<file path="config.mk">
export PLATFORM = sky130hd
export DESIGN_NAME = tree_wave_min_node_core
export DESIGN_NICKNAME = d
export VERILOG_FILES = /design/src/rtl/twmn_pkg.sv /design/src/rtl/twmn_node.sv /design/src/rtl/twmn_emit.sv /design/src/rtl/tree_wave_min_node_core.sv
export SDC_FILE = /design/constraint.sdc
export NUM_CORES = 1
export LEC_CHECK = 0
export ABC_AREA = 0
export BUFFER_PORTS_ARGS = -buffer_cell sky130_fd_sc_hd__clkbuf_2
export CAP_MARGIN = 15
export CORE_MARGIN = 5
export CORE_UTILIZATION = 55
export DETAILED_ROUTE_END_ITERATION = 8
export HOLD_SLACK_MARGIN = 0.03
export PLACE_DENSITY = 0.84
export SLEW_MARGIN = 10
export SYNTH_ARGS = -nofsm -noshare
export SYNTH_HDL_FRONTEND = slang
export SYNTH_SLANG_ARGS = --single-unit
</file>
<file path="constraint.sdc">
create_clock -name clk -period 8.9 [get_ports clk]
set_input_delay 0.89 -clock clk [delete_from_list [all_inputs] [get_ports clk]]
set_output_delay 0.89 -clock clk [all_outputs]
set_load 0.01 [all_outputs]
</file>
<file path="src/rtl/twmn_pkg.sv">
package twmn_pkg;

	localparam int MAX_NEIGHBORS = 4;
	localparam int NODE_ID_BITS  = 6;
	localparam int VALUE_BITS    = 32;
	localparam int MAX_RESULTS   = 4;

	// register indexes of the configuration port
	localparam logic [2:0] REG_NEIGHBOR_COUNT = 3'd0;
	localparam logic [2:0] REG_NEIGHBOR_ID_A  = 3'd1;
	localparam logic [2:0] REG_NEIGHBOR_ID_B  = 3'd2;
	localparam logic [2:0] REG_NEIGHBOR_ID_C  = 3'd3;
	localparam logic [2:0] REG_NEIGHBOR_ID_D  = 3'd4;
	localparam logic [2:0] REG_OWN_VALUE      = 3'd5;

	// input op codes
	localparam logic OP_START   = 1'b0;
	localparam logic OP_MESSAGE = 1'b1;

	// message kinds
	localparam logic MSG_PRE  = 1'b0;
	localparam logic MSG_POST = 1'b1;

	// result kinds
	localparam logic OUT_MESSAGE = 1'b0;
	localparam logic OUT_REPORT  = 1'b1;

	typedef struct packed {
		logic                         op;
		logic [NODE_ID_BITS-1:0]      source_node;
		logic                         msg_kind;
		logic signed [VALUE_BITS-1:0] msg_value;
	} in_beat_t;

	typedef struct packed {
		logic                         out_kind;
		logic [NODE_ID_BITS-1:0]      dest_node;
		logic                         out_msg_kind;
		logic signed [VALUE_BITS-1:0] out_value;
		logic                         is_decider;
		logic                         last_of_run;
	} out_beat_t;

	// all results of one item, handed from the node logic to the emitter
	typedef struct packed {
		logic                         load;
		logic [2:0]                   count;
		out_beat_t [MAX_RESULTS-1:0]  res;
	} bundle_t;

endpackage

</file>
<file path="src/rtl/twmn_node.sv">
module twmn_node (
	input  logic                clk,
	input  logic                arst_n,
	input  logic                cfg_wr_en,
	input  logic [2:0]          cfg_index,
	input  logic [31:0]         cfg_data,
	input  logic                msg_valid,
	output logic                msg_stall,
	input  twmn_pkg::in_beat_t  msg_beat,
	input  logic                free,
	output twmn_pkg::bundle_t   bundle
);

	localparam logic [1:0] PH_IDLE   = 2'd0;
	localparam logic [1:0] PH_GATHER = 2'd1;
	localparam logic [1:0] PH_WAIT   = 2'd2;
	localparam logic [1:0] PH_DONE   = 2'd3;

	localparam int NB = twmn_pkg::MAX_NEIGHBORS;
	localparam int IB = twmn_pkg::NODE_ID_BITS;
	localparam int VB = twmn_pkg::VALUE_BITS;

	// configuration
	logic [2:0]                nbr_count_q;
	logic [IB-1:0]             nbr_id_q [NB];
	logic signed [VB-1:0]      own_value_q;

	// wave state
	logic [1:0]                phase_q, phase_d;
	logic [NB-1:0]             heard_q, heard_d;
	logic [2:0]                heard_cnt_q, heard_cnt_d;
	logic signed [VB-1:0]      min_q, min_d;
	logic                      decider_q, decider_d;

	// input register
	twmn_pkg::in_beat_t        item_s1;
	logic                      item_vld_s1;

	logic                      adv;
	logic [2:0]                n_used;
	logic                      hit;
	logic [1:0]                hit_slot;
	logic [2:0]                nres;
	twmn_pkg::out_beat_t [twmn_pkg::MAX_RESULTS-1:0] res;

	assign adv       = item_vld_s1 && free;
	assign msg_stall = item_vld_s1 && !free;

	always_ff @(posedge clk or negedge arst_n) begin
		if (!arst_n) begin
			item_vld_s1 <= 1'b0;
		end else if (msg_valid && !msg_stall) begin
			item_vld_s1 <= 1'b1;
		end else if (adv) begin
			item_vld_s1 <= 1'b0;
		end
	end

	always_ff @(posedge clk) begin
		if (msg_valid && !msg_stall) begin
			item_s1 <= msg_beat;
		end
	end

	always_ff @(posedge clk or negedge arst_n) begin
		if (!arst_n) begin
			nbr_count_q <= 3'd1;
			for (int i = 0; i < NB; i++) nbr_id_q[i] <= '0;
			own_value_q <= '0;
		end else if (cfg_wr_en) begin
			unique case (cfg_index)
				twmn_pkg::REG_NEIGHBOR_COUNT: nbr_count_q <= cfg_data[2:0];
				twmn_pkg::REG_NEIGHBOR_ID_A:  nbr_id_q[0] <= cfg_data[IB-1:0];
				twmn_pkg::REG_NEIGHBOR_ID_B:  nbr_id_q[1] <= cfg_data[IB-1:0];
				twmn_pkg::REG_NEIGHBOR_ID_C:  nbr_id_q[2] <= cfg_data[IB-1:0];
				twmn_pkg::REG_NEIGHBOR_ID_D:  nbr_id_q[3] <= cfg_data[IB-1:0];
				twmn_pkg::REG_OWN_VALUE:      own_value_q <= cfg_data;
				default: ;
			endcase
		end
	end

	// count clamped into 1..MAX_NEIGHBORS
	always_comb begin
		if (nbr_count_q == 3'd0) n_used = 3'd1;
		else if (nbr_count_q > 3'(NB)) n_used = 3'(NB);
		else n_used = nbr_count_q;
	end

	// first slot in use whose id matches the sender
	always_comb begin
		hit      = 1'b0;
		hit_slot = '0;
		for (int i = NB - 1; i >= 0; i--) begin
			if (3'(i) < n_used && nbr_id_q[i] == item_s1.source_node) begin
				hit      = 1'b1;
				hit_slot = 2'(i);
			end
		end
	end

	always_comb begin
		logic [1:0] sel;
		logic [2:0] k;
		phase_d     = phase_q;
		heard_d     = heard_q;
		heard_cnt_d = heard_cnt_q;
		min_d       = min_q;
		decider_d   = decider_q;
		nres        = 3'd0;
		res         = '0;
		sel         = '0;
		k           = '0;
		if (item_s1.op == twmn_pkg::OP_START) begin
			heard_d     = '0;
			heard_cnt_d = '0;
			min_d       = own_value_q;
			decider_d   = 1'b0;
			phase_d     = PH_GATHER;
			if (n_used == 3'd1) begin
				res[0].out_kind     = twmn_pkg::OUT_MESSAGE;
				res[0].dest_node    = nbr_id_q[0];
				res[0].out_msg_kind = twmn_pkg::MSG_PRE;
				res[0].out_value    = own_value_q;
				nres                = 3'd1;
				phase_d             = PH_WAIT;
			end
		end else begin
			case (phase_q)
				PH_GATHER: begin
					if (item_s1.msg_kind == twmn_pkg::MSG_PRE) begin
						heard_cnt_d = heard_cnt_q + 3'd1;
						if (hit) heard_d[hit_slot] = 1'b1;
						if (item_s1.msg_value < min_q) min_d = item_s1.msg_value;
						if (heard_cnt_d >= n_used - 3'd1) begin
							// first unheard slot, else the last slot in use
							sel = 2'(n_used - 3'd1);
							for (int i = NB - 1; i >= 0; i--) begin
								if (3'(i) < n_used && !heard_d[i]) sel = 2'(i);
							end
							res[0].out_kind     = twmn_pkg::OUT_MESSAGE;
							res[0].dest_node    = nbr_id_q[sel];
							res[0].out_msg_kind = twmn_pkg::MSG_PRE;
							res[0].out_value    = min_d;
							nres                = 3'd1;
							phase_d             = PH_WAIT;
						end
					end
				end
				PH_WAIT: begin
					if (hit) begin
						if (item_s1.msg_kind == twmn_pkg::MSG_PRE) begin
							heard_cnt_d       = heard_cnt_q + 3'd1;
							heard_d[hit_slot] = 1'b1;
							decider_d         = 1'b1;
						end
						if (item_s1.msg_value < min_q) min_d = item_s1.msg_value;
						for (int i = 0; i < NB; i++) begin
							if (3'(i) < n_used && nbr_id_q[i] != item_s1.source_node) begin
								res[k[1:0]].out_kind     = twmn_pkg::OUT_MESSAGE;
								res[k[1:0]].dest_node    = nbr_id_q[i];
								res[k[1:0]].out_msg_kind = twmn_pkg::MSG_POST;
								res[k[1:0]].out_value    = min_d;
								k = k + 3'd1;
							end
						end
						res[k[1:0]].out_kind   = twmn_pkg::OUT_REPORT;
						res[k[1:0]].out_value  = min_d;
						res[k[1:0]].is_decider = decider_d;
						nres    = k + 3'd1;
						phase_d = PH_DONE;
					end
				end
				default: ;
			endcase
		end
	end

	always_ff @(posedge clk or negedge arst_n) begin
		if (!arst_n) begin
			phase_q     <= PH_IDLE;
			heard_q     <= '0;
			heard_cnt_q <= '0;
			min_q       <= '0;
			decider_q   <= 1'b0;
		end else if (adv) begin
			phase_q     <= phase_d;
			heard_q     <= heard_d;
			heard_cnt_q <= heard_cnt_d;
			min_q       <= min_d;
			decider_q   <= decider_d;
		end
	end

	assign bundle.load  = adv;
	assign bundle.count = nres;
	assign bundle.res   = res;

`ifndef NO_ASSERTIONS
	a_wait_ends: assert property (@(posedge clk) disable iff (!arst_n)
		(adv && item_s1.op == twmn_pkg::OP_MESSAGE && phase_q == PH_WAIT && hit)
		|=> phase_q == PH_DONE)
		else $error("wave did not finish on a known sender while waiting");
	a_decider_only_done: assert property (@(posedge clk) disable iff (!arst_n)
		decider_q |-> phase_q == PH_DONE)
		else $error("decider flag outside done phase");
`endif

endmodule

</file>
<file path="src/rtl/twmn_emit.sv">
module twmn_emit (
	input  logic                clk,
	input  logic                arst_n,
	input  twmn_pkg::bundle_t   bundle,
	output logic                free,
	output logic                res_valid,
	input  logic                res_stall,
	output twmn_pkg::out_beat_t res_beat
);

	twmn_pkg::out_beat_t [twmn_pkg::MAX_RESULTS-1:0] res_q;
	logic [2:0]  cnt_q;
	logic [1:0]  idx_q;
	logic        last;
	logic        take;

	assign res_valid = cnt_q != 3'd0;
	assign last      = {1'b0, idx_q} == cnt_q - 3'd1;
	assign take      = res_valid && !res_stall;
	assign free      = !res_valid || (take && last);

	always_comb begin
		res_beat             = res_q[idx_q];
		res_beat.last_of_run = last;
	end

	always_ff @(posedge clk or negedge arst_n) begin
		if (!arst_n) begin
			cnt_q <= '0;
			idx_q <= '0;
		end else if (free) begin
			cnt_q <= bundle.load ? bundle.count : 3'd0;
			idx_q <= '0;
		end else if (take) begin
			idx_q <= idx_q + 2'd1;
		end
	end

	always_ff @(posedge clk) begin
		if (free && bundle.load) begin
			res_q <= bundle.res;
		end
	end

`ifndef NO_ASSERTIONS
	a_idx_in_run: assert property (@(posedge clk) disable iff (!arst_n)
		res_valid |-> {1'b0, idx_q} < cnt_q)
		else $error("result index beyond run length");
	a_cnt_bound: assert property (@(posedge clk) disable iff (!arst_n)
		cnt_q <= 3'(twmn_pkg::MAX_RESULTS))
		else $error("run longer than result buffer");
	a_run_continues: assert property (@(posedge clk) disable iff (!arst_n)
		(take && !last) |=> (res_valid && idx_q == $past(idx_q) + 2'd1))
		else $error("run cut short");
`endif

endmodule

</file>
<file path="src/rtl/tree_wave_min_node_core.sv">
// Channel  | Handshake             | Beat                 | Notes
// msg      | msg_valid / msg_stall | twmn_pkg::in_beat_t  | start or incoming message
// res      | res_valid / res_stall | twmn_pkg::out_beat_t | messages, then report
// cfg      | cfg_wr_en             | cfg_index, cfg_data  | write only, no wait
//
// An accepted beat waits in the input register until the result buffer is free, then
// its state update is done and all its results (0 to 4) land in the result buffer.
// Results leave one per cycle while res_stall is low; the buffer takes a new item only
// when empty or as the last result of its run is taken, so it sets the sustained rate.
// The input register takes a new beat while a run still drains.
// arst_n clears the wave state to idle and the registers to their defaults.
// A stalled result holds; msg_stall rises only while the input register waits.
module tree_wave_min_node_core (
	input  logic                clk,
	input  logic                arst_n,
	// configuration
	input  logic                cfg_wr_en,
	input  logic [2:0]          cfg_index,
	input  logic [31:0]         cfg_data,
	// incoming beats
	input  logic                msg_valid,
	output logic                msg_stall,
	input  twmn_pkg::in_beat_t  msg_beat,
	// result beats
	output logic                res_valid,
	input  logic                res_stall,
	output twmn_pkg::out_beat_t res_beat
);

	twmn_pkg::bundle_t bundle;
	logic              free;

	// node state and per-item decision logic
	twmn_node u_node (
		.clk       (clk),
		.arst_n    (arst_n),
		.cfg_wr_en (cfg_wr_en),
		.cfg_index (cfg_index),
		.cfg_data  (cfg_data),
		.msg_valid (msg_valid),
		.msg_stall (msg_stall),
		.msg_beat  (msg_beat),
		.free      (free),
		.bundle    (bundle)
	);

	// result buffer, drained one beat per cycle while res_stall is low
	twmn_emit u_emit (
		.clk       (clk),
		.arst_n    (arst_n),
		.bundle    (bundle),
		.free      (free),
		.res_valid (res_valid),
		.res_stall (res_stall),
		.res_beat  (res_beat)
	);

`ifndef NO_ASSERTIONS
	a_load_needs_room: assert property (@(posedge clk) disable iff (!arst_n)
		bundle.load |-> free)
		else $error("item advanced into a busy result buffer");
`endif

endmodule
</file>
==> impl.org <==
** Power
- Largest vdd supply drop :: roughly 0.00013 V
- Power per standard cell area :: around 280 mW/mm²
- Leakage power of the design :: slightly above 7 nW
- Overall power after layout :: slightly below 5 mW

** Clocking
- CTS tree :: done
- Post-CTS timing repair inserted 0 buffers for setup.
- Number of levels in the clock H-tree :: 2
- Clock-pin slew was measured on the worst setup and hold paths at 0.06 ns.
- Post-CTS resize count :: 0
- The clock passes through at most 3 buffers.
- The tree is rooted in a sky130_fd_sc_hd__clkbuf_16.
- Number of CTS-inserted buffers :: 35
- Number of hold buffers added after CTS :: 0
- The tree built by TritonCTS fans out to ~310 sinks.
- Clock latency on the worst-skew pair, taken at its later pin, is around 0.53 ns.

** Worst setup path
- STA puts the critical path data arrival time at between 5 and 6 ns.
- The signal on the critical path passes through xnor2_1, nand4_1, o22ai_1, inv_1, ha_1, nand2_1, o21ai_0, ha_1, nor2_1, o21bai_1, ha_1, nor2_1, nand4_1, a21oi_2, buf_4, o21ai_1.
- Critical Path End Type :: flop
- Critical Setup Path Class :: flop to flop
- Data required time at the worst endpoint :: roughly 9 ns
- Critical path peak fanout :: 22
- The largest individual stage delay along the critical path comes from the cell sky130_fd_sc_hd__o22ai_1.
- On the worst path, the slowest cell contributes a delay of around 0.85 ns.
- Counting stages on the worst path, the most repeated cell is sky130_fd_sc_hd__ha_1.
- The worst setup path is launched from a flop.

** Floorplanning
- Initial Utilization :: a little under three fifths
- From bottom edge to top edge, the die measures roughly 180 µm.
- I/O pin cnt :: around 120
- The die covers 0.0316 mm².
- The floorplan has 61 rows.
- The core region is 0.0278 mm².
- From left edge to right edge, the die measures approximately 180 µm.

** Global routing
- Global routing used approximately 25% of the available tracks across all layers.
- Initial antenna violation count :: 0
- Global-route wire length before repair :: a little over 60000 µm
- Vias in the first global route :: 11049
- Entering global routing, the biggest net connects roughly 130 pins.
- After global routing the overflow that remains totals 0.

** Yosys
- Most area-hungry cell type in the Yosys netlist :: sky130_fd_sc_hd__edfxtp_1
- The share of the Yosys chip area taken by registers is a little under three fifths.
- Counting every instance in the synthesized netlist gives ~1200.
- For this run, the number of Yosys warnings is 0.
- Sorting the synthesized cells by area gives the leading types as sky130_fd_sc_hd__edfxtp_1 40%, sky130_fd_sc_hd__dfrtp_1 17%, sky130_fd_sc_hd__mux4_2 6.0%, sky130_fd_sc_hd__ha_1 4.4%, sky130_fd_sc_hd__nor2_1 3.4%.
- Yosys mapped a number of flops with a built-in enable equal to slightly above 200.
- After synthesis, the netlist uses 77 different library cells.
- Avg Synthesized Cell Area :: roughly 13 µm²
- When the netlist entered floorplanning its net count stood at between 1000 and 1500.
- Number of synthesized register bits :: just over 300
- Fraction of synthesized cell area taken by the top area cell type :: between 30% and 40%
- Top cells by count, synth :: 204 x sky130_fd_sc_hd__edfxtp_1, 141 x sky130_fd_sc_hd__nor2_1, 106 x sky130_fd_sc_hd__dfrtp_1
- The most used flip-flop cell after synthesis is sky130_fd_sc_hd__edfxtp_1.
- The most common cell in the synthesized netlist is sky130_fd_sc_hd__edfxtp_1.
- Post-synthesis async set-or-reset flop share :: 34.4%
- The synthesized netlist occupies a cell area of between 0.015 and 0.02 mm².

** STA
- Achievable Freq :: 198 MHz
- Period utilisation layout :: a little under three fifths
- Clock period minus worst slack :: 5.06 ns
- Smallest setup slack after layout :: 3.84 ns
- Hold is met by 0.358 ns.
- Across the routed clock network, the largest skew measured is around 0.021 ns.
- At the pin with the least slew margin, the transition time is between 1 and 1.5 ns.
- Tightest slew margin relative to the limit :: 29.0%
- The hold violation count in the final report is 0.
- Final TNS setup :: 0 ns
- Max-slew violation total from the final report :: 0
- Setup repair after global routing missed its margin :: false
- Total setup violations reported at the end of the flow :: 0

** Finish
- Compared with the post-synthesis result, the final layout area differs by 13.2%.
- Proportion of layout cells with a drive suffix above 1 :: a little over a fifth
- Layout fillers :: between 2000 and 2500
- Sequential cell area :: 0.00881 mm²
- Multi-input combinational cell area :: between 0.006 and 0.007 mm²
- Count of antenna diodes in the layout :: 0
- The net count of the finished layout is 1471.
- Once layout is done, the placed cells without fillers occupy 0.0175 mm².

** Run status
- Result of the run :: complete, no violations

** Hold path
- Hold Crit Class :: primary input to asynchronous set/reset pin

** Routing
- In the routed design, unresolved DRC markers number 0.
- Vias per inst :: between 6 and 7
- Overall via count from detail_route :: between 10000 and 15000
- Before antenna repair, the detailed router went through 6 iterations.
- Once detail routing completed, the nets flagged for antenna violations numbered 0.
- For this block, the initial DRC count from the detailed router was between 1000 and 1500.
- Mean routed wirelength per cell :: roughly 22 µm
- Wire length after detailed routing :: a little under 40000 µm

** Placement
- Total placed instance area :: between 0.015 and 0.02 mm²
- Routability-driven placement finished with a final weighted congestion of between 0.9 and 1.
- Worst slack at placement :: 4.04 ns
- Placed wire-length estimate :: ~25000 µm
- The count of buffers added on input and output ports is roughly 120.

** Flow run
- Across the run, the number of max-cap violations was 0.
registers in the layout, indices dropped and copies added (netlist names):
name and cells:
u_emit.idx_q 2, u_node.item_vld_s1 1, u_node.phase_q 2, u_emit.res_q 164, u_emit.cnt_q 3, u_node.item_s1 40
u_node.own_value_q 32, u_node.heard_cnt_q 3, u_node.decider_q 1, u_node.nbr_count_q 3, u_node.heard_q 4, u_node.nbr_id_q 24
u_node.min_q 32
layout make-up:
cell class	instances	share of cell area, %
Timing Repair Buffer	139	4.21
Sequential cell	311	50.3
Inverter	68	1.49
Multi-Input combinational cell	781	34.8
Clock inverter	17	1.01
Tap cell	378	2.70
Clock buffer	46	5.52
worst paths after layout:
kind                                          from                endpoint  slack (ns)  cells after the start
worst max-delay path            u_node.item_s1[34]        u_emit.res_q[13]        3.84                     16
worst min-delay path                        arst_n     u_node.nbr_id_q[15]        0.36                      1
worst max register to register  u_node.item_s1[34]        u_emit.res_q[13]        3.84                     16
worst min register to register   u_node.heard_q[2]       u_node.heard_q[2]        0.52                      2
max in group asynchronous                   arst_n  u_node.own_value_q[16]        7.10                      2
min in group clk                 u_node.heard_q[2]       u_node.heard_q[2]        0.52                      2
placed cells by master, fill, tap and decap left out, types with 7 or more instances in the layout:
cell type                     n
sky130_fd_sc_hd__a211oi_1    10
sky130_fd_sc_hd__a21o_1       8
sky130_fd_sc_hd__a21oi_1     27
sky130_fd_sc_hd__a221o_1     31
sky130_fd_sc_hd__a22oi_1     19
sky130_fd_sc_hd__a31oi_1      7
sky130_fd_sc_hd__and2_1       9
sky130_fd_sc_hd__and3_1      37
sky130_fd_sc_hd__buf_4       17
sky130_fd_sc_hd__clkbuf_16   35
sky130_fd_sc_hd__clkbuf_2   122
sky130_fd_sc_hd__clkinv_1     8
sky130_fd_sc_hd__dfrtp_1    104
sky130_fd_sc_hd__edfxtp_1   204
sky130_fd_sc_hd__ha_1        54
sky130_fd_sc_hd__inv_1       65
sky130_fd_sc_hd__mux2_2      45
sky130_fd_sc_hd__mux2i_1     40
sky130_fd_sc_hd__mux4_2      41
sky130_fd_sc_hd__nand2_1     86
sky130_fd_sc_hd__nand2b_1     8
sky130_fd_sc_hd__nand4_1     16
sky130_fd_sc_hd__nor2_1     141
sky130_fd_sc_hd__o21a_1       8
sky130_fd_sc_hd__o21ai_0     28
sky130_fd_sc_hd__o21ai_1     39
sky130_fd_sc_hd__xnor2_1     23
sky130_fd_sc_hd__xor2_1       8
per-stage QoR:
stage,instances,utilization (%)
floorplan,1233,-
global placement,1677,58.9
detailed placement,1677,58.9
CTS,1740,63.0
global route,1740,63.0
finish,1740,63.0
per-layer routing:
layer,vias up,track usage [%],part of all wire (%)
li1,4792,-,-
met1,5357,32.6,39
met2,564,42.0,49
met3,93,4.54,8.5
met4,0,8.73,3.1
met5,-,0,0
cell families after synthesis:
logic type,synth area share [%]
AO/OA/AOI/OAI,10.8
XOR/XNOR,1.75
adder cells (fa/ha/maj),4.50
buffers and inverters,3.92
flip-flops,56.9
multiplexers,12.0
AND/OR/NAND/NOR,10.1
where the power goes:
group	leakage, nW	switching, mW	internal (mW)
registers	3.39	0.200	1.82
logic	3.20	0.850	0.566
clock network	0.555	0.578	0.857
critical path: cells and delay by family, from the launching register on:
kind            cells  cell delay [ns]
compound gates      5             1.96
fa+ha+maj           3             0.87
buf+inv             2             0.62
simple gates        5             0.60
flops               1             0.49
xor+xnor            1             0.24
(Power assumes the default switching activity.)
